`src/hw/rtl/sobel_gradient_magnitude_direction_top_assert.svh`:
```
// assertion helpers for the sobel gradient block
`ifndef SOBEL_GRADIENT_MAGNITUDE_DIRECTION_TOP_ASSERT_SVH
`define SOBEL_GRADIENT_MAGNITUDE_DIRECTION_TOP_ASSERT_SVH

// consequent must hold in the same cycle as the antecedent
`define SGMD_ASSERT_NOW(name, clk, rstn, ante, cons) \
    name: assert property (@(posedge clk) disable iff (!rstn) (ante) |-> (cons)) \
        else $error("sgmd assertion failed");

// consequent must hold in the cycle after the antecedent
`define SGMD_ASSERT_NEXT(name, clk, rstn, ante, cons) \
    name: assert property (@(posedge clk) disable iff (!rstn) (ante) |=> (cons)) \
        else $error("sgmd assertion failed");

`endif

```
`src/hw/rtl/sgmd_pkg.sv`:
```
package sgmd_pkg;

    // frame limits
    localparam int MAX_WIDTH  = 1024;
    localparam int MAX_HEIGHT = 4096;
    localparam int MIN_DIM    = 3;

    // field and register widths
    localparam int PIX_W      = 8;
    localparam int FW_W       = 11;
    localparam int FH_W       = 13;
    localparam int MAG_W      = 8;
    localparam int DIR_W      = 2;
    localparam int CFG_IDX_W  = 1;
    localparam int CFG_DATA_W = 13;

    // counters and limit compares
    localparam int COL_W  = $clog2(MAX_WIDTH);
    localparam int ROW_W  = $clog2(MAX_HEIGHT);
    localparam int WLIM_W = (FW_W > COL_W + 1) ? FW_W : COL_W + 1;
    localparam int HLIM_W = (FH_W > ROW_W + 1) ? FH_W : ROW_W + 1;
    localparam int LINE_W = 2 * PIX_W;

    // gradient and root arithmetic
    localparam int SUM_W      = PIX_W + 2;
    localparam int GRAD_W     = SUM_W + 1;
    localparam int ABS_W      = SUM_W;
    localparam int SQIN_W     = ABS_W + 1;
    localparam int SQ_W       = 2 * SQIN_W;
    localparam int ROOT_STEPS = SQ_W / 2;
    localparam int ROOT_W     = ROOT_STEPS;
    localparam int REM_W      = ROOT_W + 1;
    localparam int STEP_W     = $clog2(ROOT_STEPS);

    // register indexes
    localparam logic [CFG_IDX_W-1:0] REG_FRAME_WIDTH  = CFG_IDX_W'(0);
    localparam logic [CFG_IDX_W-1:0] REG_FRAME_HEIGHT = CFG_IDX_W'(1);

    localparam logic [FW_W-1:0] FRAME_WIDTH_RST  = FW_W'(640);
    localparam logic [FH_W-1:0] FRAME_HEIGHT_RST = FH_W'(480);

    // direction sectors
    localparam logic [DIR_W-1:0] DIR_0   = DIR_W'(0);
    localparam logic [DIR_W-1:0] DIR_P45 = DIR_W'(1);
    localparam logic [DIR_W-1:0] DIR_90  = DIR_W'(2);
    localparam logic [DIR_W-1:0] DIR_M45 = DIR_W'(3);

    // gradient pair handed from the line buffer to the magnitude engine
    typedef struct packed {
        logic                     valid;
        logic signed [GRAD_W-1:0] gx;
        logic signed [GRAD_W-1:0] gy;
        logic                     last;
    } grad_t;

    // finished result from the magnitude engine
    typedef struct packed {
        logic [MAG_W-1:0] magnitude;
        logic [DIR_W-1:0] direction;
        logic             last_in_frame;
    } result_t;

endpackage

```
`src/hw/rtl/sgmd_mag.sv`:
```
module sgmd_mag (
    input  logic               aclk,
    input  logic               aresetn,
    input  sgmd_pkg::grad_t    grad,
    output logic               eng_ready,
    output logic               res_valid,
    input  logic               res_ready,
    output sgmd_pkg::result_t  res
);

    import sgmd_pkg::*;

    typedef enum logic [3:0] {
        MG_IDLE = 4'b0001,
        MG_SQR  = 4'b0010,
        MG_ROOT = 4'b0100,
        MG_DONE = 4'b1000
    } mg_state_t;

    // squarer operand order
    localparam logic [1:0] SQ_AX   = 2'd0;
    localparam logic [1:0] SQ_AY   = 2'd1;
    localparam logic [1:0] SQ_SUM  = 2'd2;
    localparam logic [1:0] SQ_DIFF = 2'd3;

    mg_state_t state_reg, state_next;

    logic [1:0]        idx_reg;
    logic [STEP_W-1:0] step_reg;
    logic [ABS_W-1:0]  ax_reg;
    logic [ABS_W-1:0]  ay_reg;
    logic              gx_zero_reg;
    logic              same_sign_reg;
    logic              ay_gt_ax_reg;
    logic              last_reg;
    logic [SQ_W-1:0]   gx2_reg;
    logic [SQ_W-1:0]   gy2_reg;
    logic [SQ_W-1:0]   s2_reg;
    logic [SQ_W-1:0]   d2_reg;
    logic [SQ_W-1:0]   rad_reg;
    logic [REM_W-1:0]  rem_reg;
    logic [ROOT_W-1:0] root_reg;

    logic [ABS_W-1:0]   ax;
    logic [ABS_W-1:0]   ay;
    logic               gx_pos;
    logic               gy_pos;
    logic [SQIN_W-1:0]  sq_in;
    logic [SQ_W-1:0]    sq_prod;
    logic [REM_W+1:0]   cur;
    logic [REM_W+1:0]   trial;
    logic               ge;
    logic [SQ_W-1:0]    twice_gx2;
    logic [DIR_W-1:0]   sector;

    assign eng_ready = (state_reg == MG_IDLE);
    assign res_valid = (state_reg == MG_DONE);

    // operand conditioning
    assign ax     = grad.gx[GRAD_W-1] ? ABS_W'(-grad.gx) : ABS_W'(grad.gx);
    assign ay     = grad.gy[GRAD_W-1] ? ABS_W'(-grad.gy) : ABS_W'(grad.gy);
    assign gx_pos = !grad.gx[GRAD_W-1] && (grad.gx != '0);
    assign gy_pos = !grad.gy[GRAD_W-1] && (grad.gy != '0);

    // shared squarer
    always_comb begin
        case (idx_reg)
            SQ_AX:   sq_in = SQIN_W'(ax_reg);
            SQ_AY:   sq_in = SQIN_W'(ay_reg);
            SQ_SUM:  sq_in = SQIN_W'(ax_reg) + SQIN_W'(ay_reg);
            SQ_DIFF: sq_in = ay_gt_ax_reg ? SQIN_W'(ay_reg - ax_reg) : '0;
            default: sq_in = '0;
        endcase
    end
    assign sq_prod = SQ_W'(sq_in) * SQ_W'(sq_in);

    // one root digit per cycle
    assign cur   = {rem_reg, rad_reg[SQ_W-1 -: 2]};
    assign trial = {1'b0, root_reg, 2'b01};
    assign ge    = cur >= trial;

    // sector tests against tan 22.5 and tan 67.5
    assign twice_gx2 = {gx2_reg[SQ_W-2:0], 1'b0};
    always_comb begin
        if (gx_zero_reg) begin
            sector = DIR_90;
        end else if (s2_reg < twice_gx2) begin
            sector = DIR_0;
        end else if (ay_gt_ax_reg && (d2_reg > twice_gx2)) begin
            sector = DIR_90;
        end else if (same_sign_reg) begin
            sector = DIR_P45;
        end else begin
            sector = DIR_M45;
        end
    end

    assign res.magnitude     = (|root_reg[ROOT_W-1:MAG_W]) ? {MAG_W{1'b1}}
                                                           : root_reg[MAG_W-1:0];
    assign res.direction     = sector;
    assign res.last_in_frame = last_reg;

    // sequencer
    always_comb begin
        state_next = state_reg;
        case (state_reg)
            MG_IDLE: begin
                if (grad.valid) begin
                    state_next = MG_SQR;
                end
            end
            MG_SQR: begin
                if (idx_reg == SQ_DIFF) begin
                    state_next = MG_ROOT;
                end
            end
            MG_ROOT: begin
                if (step_reg == STEP_W'(ROOT_STEPS - 1)) begin
                    state_next = MG_DONE;
                end
            end
            MG_DONE: begin
                if (res_ready) begin
                    state_next = MG_IDLE;
                end
            end
            default: begin
                state_next = MG_IDLE;
            end
        endcase
    end

    // control state
    always_ff @(posedge aclk) begin
        if (!aresetn) begin
            state_reg <= MG_IDLE;
            idx_reg   <= '0;
            step_reg  <= '0;
        end else begin
            state_reg <= state_next;
            if (state_reg == MG_IDLE) begin
                idx_reg  <= SQ_AX;
                step_reg <= '0;
            end
            if (state_reg == MG_SQR) begin
                idx_reg <= idx_reg + 2'd1;
            end
            if (state_reg == MG_ROOT) begin
                step_reg <= step_reg + STEP_W'(1);
            end
        end
    end

    // datapath
    always_ff @(posedge aclk) begin
        if ((state_reg == MG_IDLE) && grad.valid) begin
            ax_reg        <= ax;
            ay_reg        <= ay;
            gx_zero_reg   <= (grad.gx == '0);
            same_sign_reg <= (gx_pos == gy_pos);
            ay_gt_ax_reg  <= (ay > ax);
            last_reg      <= grad.last;
        end
        if (state_reg == MG_SQR) begin
            case (idx_reg)
                SQ_AX:   gx2_reg <= sq_prod;
                SQ_AY:   gy2_reg <= sq_prod;
                SQ_SUM:  s2_reg  <= sq_prod;
                SQ_DIFF: d2_reg  <= sq_prod;
                default: d2_reg  <= sq_prod;
            endcase
            if (idx_reg == SQ_DIFF) begin
                rad_reg  <= gx2_reg + gy2_reg;
                rem_reg  <= '0;
                root_reg <= '0;
            end
        end
        if (state_reg == MG_ROOT) begin
            rem_reg  <= ge ? REM_W'(cur - trial) : REM_W'(cur);
            root_reg <= {root_reg[ROOT_W-2:0], ge};
            rad_reg  <= rad_reg << 2;
        end
    end

endmodule

```
`config.mk`:
```
export PLATFORM = sky130hd
export DESIGN_NAME = sgmd_mag
export DESIGN_NICKNAME = d
export VERILOG_FILES = /design/src/hw/rtl/sobel_gradient_magnitude_direction_top_assert.svh /design/src/hw/rtl/sgmd_pkg.sv /design/src/hw/rtl/sgmd_mag.sv
export SDC_FILE = /design/constraint.sdc
export NUM_CORES = 1
export LEC_CHECK = 0
export BUFFER_PORTS_ARGS = -buffer_cell sky130_fd_sc_hd__buf_2
export CELL_PAD_IN_SITES_DETAIL_PLACEMENT = 1
export CELL_PAD_IN_SITES_GLOBAL_PLACEMENT = 1
export CORE_ASPECT_RATIO = 1.25
export CORE_MARGIN = 5
export CORE_UTILIZATION = 40
export DETAILED_ROUTE_END_ITERATION = 10
export PLACE_DENSITY_LB_ADDON = 0.1
export SLEW_MARGIN = 20
export SYNTH_ARGS = -nofsm -noshare
export SYNTH_HDL_FRONTEND = slang
export SYNTH_SLANG_ARGS = --single-unit
```
`constraint.sdc`:
```
create_clock -name aclk -period 13.6 [get_ports aclk]
set_input_delay 0.68 -clock aclk [delete_from_list [all_inputs] [get_ports aclk]]
set_output_delay 0.68 -clock aclk [all_outputs]
set_load 0.05 [all_outputs]
```
==> reports/results.txt, run 1 <==
The flow ran to the end, and the final reports show no timing, DRC or antenna violations. The worst register-to-register path begins at ay_reg[0]. The number of buffer cells added on primary ports is 39.

After the last flow step, the layout net total stands at 1,556. Of all nets on the critical path, the largest fanout is 8. Subtracting the final worst setup slack from the clock period gives 8.17 ns. STA puts the critical path data required time at 13.83 ns.

Synthesis produced a netlist whose cell count is 1,263. In the post-synthesis netlist, the cell with the most instances is inv_1. In this run the most critical hold path is launched from grad[0]. After synthesis, the most frequently instantiated cells are inv_1 (184), ha_1 (161), edfxtp_1 (150). The layout cell share with drive strength beyond 1 was 7.45%. Master of the slowest instance on the critical path: a22oi_1. The antenna cell count was 0. Hold-fix buffer count after cts: 0. The tools report the detailed-route DRC error count as 0. The worst pin sits at a relative slew slack of 30.4%. For the overall die area, the log shows 0.0360 mm2. The iteration count of the initial detailed-routing pass came out at 5.

The logs give 0 for the number of buffers inserted to repair setup after CTS and 44.5% for the final cell utilization of the core. Based on the critical path, the design can be clocked at up to 122 MHz. The floorplan has 73 rows.

After synthesis, the cell types taking the most area are edfxtp_1 (35%), ha_1 (16%), fa_1 (10%). Of the synthesized area, sequential elements account for 36.8%. The sort of element at the start of the critical path is a flip-flop.

For the leakage power of the design, the log shows 6.30 nW. Measured along the x axis, the die boundary spans 171 um. Among the stages of the critical path, the cell type that occurs most often is inv_1. The worst-case setup slack after placement was 5.34 ns. The dominant register cell in the synthesized netlist is edfxtp_1. The count of routing violations after the opening detailed-route iteration was 271.

The final count of hold timing violations was 0; the share of the synthesized area in the top cell type was 34.9%. For this run the aggregate overflow at the end of global routing stands at 0. Counting flops with a built-in enable in the synthesized netlist gives 150.

The tools report the worst vdd rail ir drop as 0.131 mV. The number of top-level design ports is 40. Post-synthesis to final-layout area growth: 9.83%. The cell count of the worst hold path works out to 1. The HPWL after detailed placement is 24.1 mm.

For the count of final max-slew check failures, the log shows 0. The library cell occupying the most area in the post-synthesis netlist was edfxtp_1. Setup violations remaining at the end of the flow were counted as 0. After synthesis the netlist holds a flip-flop and latch count of 162. Combinational cells account for 50.9% of the total power.

The finished layout holds 1,728 standard cells, fillers aside. For the final routed database, the setup TNS stands at 0 ns. In this run the power spent charging and discharging nets is 1.09 mW. The synthesized netlist occupies a cell area of 0.0129 mm2.

Synthesized area per cell: 10.2 um2. The number of antenna violations at the first check in global routing was 0. The run gives 50.1 mm as the first-pass GRT wire length. The tightest min-delay check is of the in -> reg type.

The Yosys step of the flow raised 0 warnings. The starting density of the core was 40.5%; the power density relative to cell area was 190 mW/mm2. The height of the die is 211 um, and the number of global-route vias before repair is 9,606. The congestion estimate from routability-driven global placement came to 0.858. TritonCTS created 17 clock buffers. Between clock sinks in the finished design, the worst skew comes to 0.0117 ns.

The number of library cell types mapped by synthesis was 75; the average wire per standard cell was 17.4 um. The via count is 8,925, and the portion of total power attributed to the clock network is 19.0%. After clock tree synthesis, the repair step resized 0 gates.

The path with the worst hold slack has its endpoint at last_reg. TritonCTS built the clock tree. The later pin in the worst-skew pair is clocked with a latency of 0.45 ns. The maximum count of clock buffers along a single path is 2, and the final worst-path cycle share is 60.0%.

The clock drives 162 sinks. The worst-case reg-to-reg path depth came out at 28. The cell sitting at the root of the clock tree is a clkbuf_16. The kind of end point of the critical path was a flip-flop. The run gives 8.40 ns as the arrival time of data at the critical path endpoint.

Counting flops with an async set or reset pin after synthesis yields a share of 0%. The total length of routed wires is 30.0 mm. The endpoint identified for the worst register-to-register timing path is d2_reg[21]. Max-cap violations in this run came to 0. Once detail routing completed, the nets flagged for antenna violations numbered 0. The highest cell delay on the worst timing path works out to 0.76 ns. The critical path is of the reg -> reg type. Net switching is 40.4% of the power. In this run the standard cell core region covers 0.0319 mm2. The register with the most flip-flops in the layout has 22 of them. The internal power of the cells totals 1.61 mW. The total placed cells including tap cells was 1,696; the post-CTS clock slew at the launch and capture registers of the worst setup and hold paths was 0.07 ns. The average vias per placed instance is 5.16. The tools report the overall power after layout as 2.70 mW.

The run gives 5.43 ns as the setup slack on the worst flop-to-flop path. Setup slack on the critical path of the routed design comes to 5.43 ns. The combined global-route utilization of all metal layers is 17.5%, and the share of total power in sequential cells is 30.1%. Setup repair after global routing left no endpoint under its margin. In this run the number of H-tree levels came out at 4.

Entering global routing, the biggest net connects 44 pins. Synthesis produced a netlist with a net count of 1,516. The layout has 3,563 filler cells. At the pin with the least slew margin, the transition time is 1.04 ns.
[worst max path at each step]
stage          startpoint          end  slack, ns  cells after the start
3_5_place_dp    ay_reg[0]  gx2_reg[21]       5.34                     28
3_3_place_gp    ay_reg[0]  gx2_reg[21]       5.56                     28
4_1_cts         ay_reg[0]  gx2_reg[21]       5.30                     28
6_report        ay_reg[0]   d2_reg[21]       5.43                     28
2_1_floorplan   ay_reg[0]   d2_reg[21]       6.51                     28
5_1_grt         ay_reg[0]   d2_reg[21]       4.84                     28
[per-stage QoR]
step,area [um2],hold WS [ns]
final,14200,0.412
after global routing,14200,0.398
after CTS,14200,0.387
after detailed placement,13600,0.461
after global placement,13600,0.448
after floorplan,12900,0.434
[cell usage in the layout, fill, tap and decap left out, types with 11 or more instances in the layout]
| cell | synthesis | final |
|---|---|---|
| and2_1 | 16 | 16 |
| ha_1 | 161 | 161 |
| nor2_1 | 90 | 90 |
| a21oi_1 | 52 | 52 |
| inv_1 | 184 | 183 |
| nand2b_1 | 15 | 15 |
| nor2b_1 | 19 | 19 |
| a211oi_1 | 13 | 13 |
| nor3_1 | 18 | 18 |
| nand2_1 | 105 | 104 |
| mux2i_1 | 12 | 12 |
| a21o_1 | 40 | 40 |
| xor2_1 | 19 | 19 |
| buf_2 | 5 | 39 |
| o21ai_0 | 66 | 66 |
| edfxtp_1 | 150 | 150 |
| nand3_1 | 11 | 11 |
| clkbuf_16 | 0 | 17 |
| nand4_1 | 15 | 15 |
| xnor2_1 | 55 | 55 |
| fa_1 | 65 | 65 |
| dfxtp_1 | 12 | 12 |
[routing by layer]
layer | up-vias | global-route usage [%] | share of wire [%]
met5 | - | 0 | 0
met4 | 0 | 4.13 | 1.4
met3 | 24 | 2.41 | 1.4
met2 | 49 | 32.3 | 53
met1 | 4406 | 21.4 | 44
li1 | 4446 | - | -
[power groups by stage]
stage | Combinational, mW | Clock [mW] | Sequential, mW
2_1_floorplan | 1.03 | 0 | 0.817
3_3_place_gp | 1.36 | 0 | 0.823
3_5_place_dp | 1.40 | 0 | 0.825
4_1_cts | 1.41 | 0.526 | 0.814
5_1_grt | 1.59 | 0.548 | 0.816
6_report | 1.37 | 0.514 | 0.813
[area by class of cell]
class,count,area (um2),area share [%]
clock buffers,18,429,3.03
multi-input cells,889,7340,51.8
well taps,412,515,3.64
clock inverters,14,185,1.31
repair buffers,47,255,1.80
flip-flops and latches,162,4740,33.5
inverters,186,703,4.96
[critical path: cells and delay by family, from the launching register on]
family	cells	cell delay, ns
compound gates	10	2.68
fa+ha+maj	8	3.40
xor+xnor	2	0.44
simple gates	1	0.28
buf+inv	7	0.72
flops	1	0.42
[kinds of logic after synthesis]
family                     count (synthesis)  synth area share [%]
AOI/OAI and AO/OA                        255                  13.2
xor gates and xnor gates                  74                  5.02
adders and majority gates                226                  25.7
buffers and inverters                    212                  6.46
DFF                                      162                  36.8
muxes                                     14                  1.10
and+or+nand+nor                          320                  11.8
Note: power is estimated with default switching activity, not from simulation.
==> inputs of run 2 (changes only) <==
==> constraint.sdc (replaced) <==
create_clock -name aclk -period 8.2 [get_ports aclk]
set_input_delay 0.41 -clock aclk [delete_from_list [all_inputs] [get_ports aclk]]
set_output_delay 0.41 -clock aclk [all_outputs]
set_load 0.05 [all_outputs]
==> run 2 against run 1 <==
Effect of this change:
- combinational power increased by 70%
- largest power group unchanged
- via count increased by 1.0%
- routed wire length up 2.9%
- setup slack got worse by 4.9 ns
- design area rose by 0.58%
- highest routed layer unchanged
- maximum frequency up 6.5%
- non-clock buffer count increased by 6
- count of clock-buffer cells in the layout down 1
- clock skew about the same
- die area stayed put
==> reports/results.txt, run 2 (synthesized netlist as in run 1, its figures left out) <==
The flow ran to the end, and the final reports show no timing, DRC or antenna violations. Of the cells placed in the final design, the portion with a size suffix greater than 1 is 8.32%. 40 I/O pins were placed. Summing all placed instances gives a cell area of 0.0136 mm2.

The most critical setup path has its endpoint at d2_reg[21]. The final worst-path cycle share was 93.5%. The initial utilization of the core area, before any placement, comes to 40.5%.

IR analysis of the VDD net gives a maximum drop of 0.219 mV. The tools report the worst hold margin as 0.155 ns. The final count of hold timing violations is 0.

On the critical path, the stage with the largest delay is an instance of fa_1. The routed layout has 9,015 vias. Met1 routing resource usage after global routing: 21.5%. The setup check on the worst reg-to-reg path leaves a slack of 0.54 ns. The power density relative to cell area is 319 mW/mm2.

Data on the critical path arrives at its endpoint at 7.89 ns. The tools report the number of buffers created by CTS as 17. The min-delay analysis places its worst path in the category in -> reg. The most congested layer reported by global routing was met2. For this run, global-route usage on met2 was measured as 33.4%. Of the total power, registers draw 29.7%. The library cells used most frequently in the layout, excluding fill and tap cells, are inv_1 (182), ha_1 (161), edfxtp_1 (150). STA classifies the critical path startpoint as a flip-flop.

Multi-input gate area in the final layout: 0.00737 mm2. Path type of the worst setup path: reg -> reg. Setup repair after global routing left no endpoint under its margin. The finished layout cell area is 0.0143 mm2, and the die extent in x is 171 um. The maximum number of pins on one net before global-route repair is 44.

The kind of end point of the critical path is a flip-flop. The number of clock sinks seen by CTS is 162, and the area occupied by registers is 0.00474 mm2. The number of buffers inserted to repair setup after CTS is 0, and the total half-perimeter wirelength after legalization and detailed placement is 24.5 mm. The number of buffer cells added on primary ports came out at 39. Setup violations remaining at the end of the flow were counted as 0. Max-cap violations in this run came to 0. Total power for the finished layout comes to 4.55 mW. The number of core rows is 73, and the critical-path maximum fanout is 6. The startpoint of the worst-slack reg-to-reg timing path is ay_reg[0]. The average vias per placed instance is 5.20. The run gives 0.0360 mm2 as the overall die area. The final antenna-violating net count was 0; the fmax was 130 MHz.

The run gives 0 as the hold-fix buffer count after cts. The worst path in the final design needs a cycle of 7.66 ns, including I/O delays and setup. Of the total power, the clock network draws 19.2%.

TritonCTS built the clock tree. The analysis attributes to net switching a power of 1.86 mW. The iteration count of the initial detailed-routing pass was 4; the number of H-tree levels was 4.

The tools report the worst-skew pair later-pin latency as 0.43 ns. Highest cell delay on the worst timing path: 0.54 ns. The source of the critical timing path is ay_reg[0]. In the final routed layout, each cell accounts on average for 17.8 um. The total overflow left after global routing is 0. The filler cells instantiated in the layout total 3,578. The height of the die was 211 um; the maximum clock skew at final layout was 0.0120 ns. The capturing point of the worst reg2reg path is d2_reg[21]. For this design the static power due to leakage is 6.34 nW.

The net count of the finished layout came out at 1,562. The top cell family by delay on the critical path is adder cells. The register with the most flip-flops in the layout has 22 of them. Clock-pin slew was measured on the worst setup and hold paths at 0.07 ns.

The count of final max-slew check failures came out at 0. Compared with the post-synthesis result, the final layout area differs by 10.5%. The worst register-to-register path has a depth of 28. The number of global-route vias before repair is 9,902.

The tree is rooted in a clkbuf_16. Summed over all failing endpoints, the final setup total negative slack is 0 ns. The critical path depth in cells came out at 28. For met3 alone, demand over resource in global routing was 1.91%.

The total core area was 0.0319 mm2; the worst path buffer plus inverter count was 6. Post-CTS repair changed the size of 0 cells. Global routing used 17.8% of the available tracks. The total length of routed wires is 30.9 mm, and the worst slew margin relative to its limit is 32.8%. The share of total power consumed by net switching is 40.8%. At the end of routability-driven placement, the weighted congestion stood at 0.831. Combinational logic is responsible for 51.1% of the overall power.

The first routing iteration left 372 violations. STA puts the critical path data required time at 8.42 ns. The leading cell type in the layout, fill and taps excluded is inv_1. Detailed-route DRC error count: 0. The number of antenna violations at the first check in global routing was 0. Cell internal power was estimated by the tool at 2.69 mW. The clock passes through at most 2 buffers. The logs give 51.3 mm for the first-pass GRT wire length and 0 for the antenna cell count. For the pin with the worst max-slew slack, the measured transition is 1.00 ns.
==> run 2: final cells by class <==
class / instances / area share [%]
inverter: 186 / 4.93
multi-input combinational: 889 / 51.7
clock inverter: 15 / 1.44
timing repair buffer: 53 / 2.11
tap: 412 / 3.61
clock buffer: 17 / 2.98
sequential: 162 / 33.3
==> run 2: worst min-delay path by stage <==
stage | cells past startpoint | end | start
after floorplan | 2 | rad_reg[0] | rad_reg[0]
after global placement | 2 | rad_reg[0] | rad_reg[0]
after detailed placement | 2 | rad_reg[0] | rad_reg[0]
after CTS | 1 | last_reg | grad[0]
after global routing | 1 | last_reg | grad[0]
final | 1 | last_reg | grad[0]
==> run 2: power groups by stage <==
stage          Clock, mW  Sequential (mW)  Combinational (mW)
2_1_floorplan          0             1.36                1.70
3_3_place_gp           0             1.36                2.26
3_5_place_dp           0             1.37                2.32
4_1_cts            0.891             1.35                2.35
5_1_grt            0.928             1.35                2.69
6_report           0.873             1.35                2.33
==> run 2: per-layer routing <==
metal  wire (um)  part of all wire (%)
met1       13300                    43
met2       16600                    54
met3         404                   1.3
met4         565                   1.8
met5           0                     0
==> run 2: per-stage QoR <==
stage	instances	util [%]	setup WS, ns
finish	1734	44.7	0.536
global route	1734	44.7	0.0288
CTS	1734	44.7	0.271
detailed placement	1702	42.7	0.313
global placement	1702	42.7	0.477
floorplan	1263	-	1.11
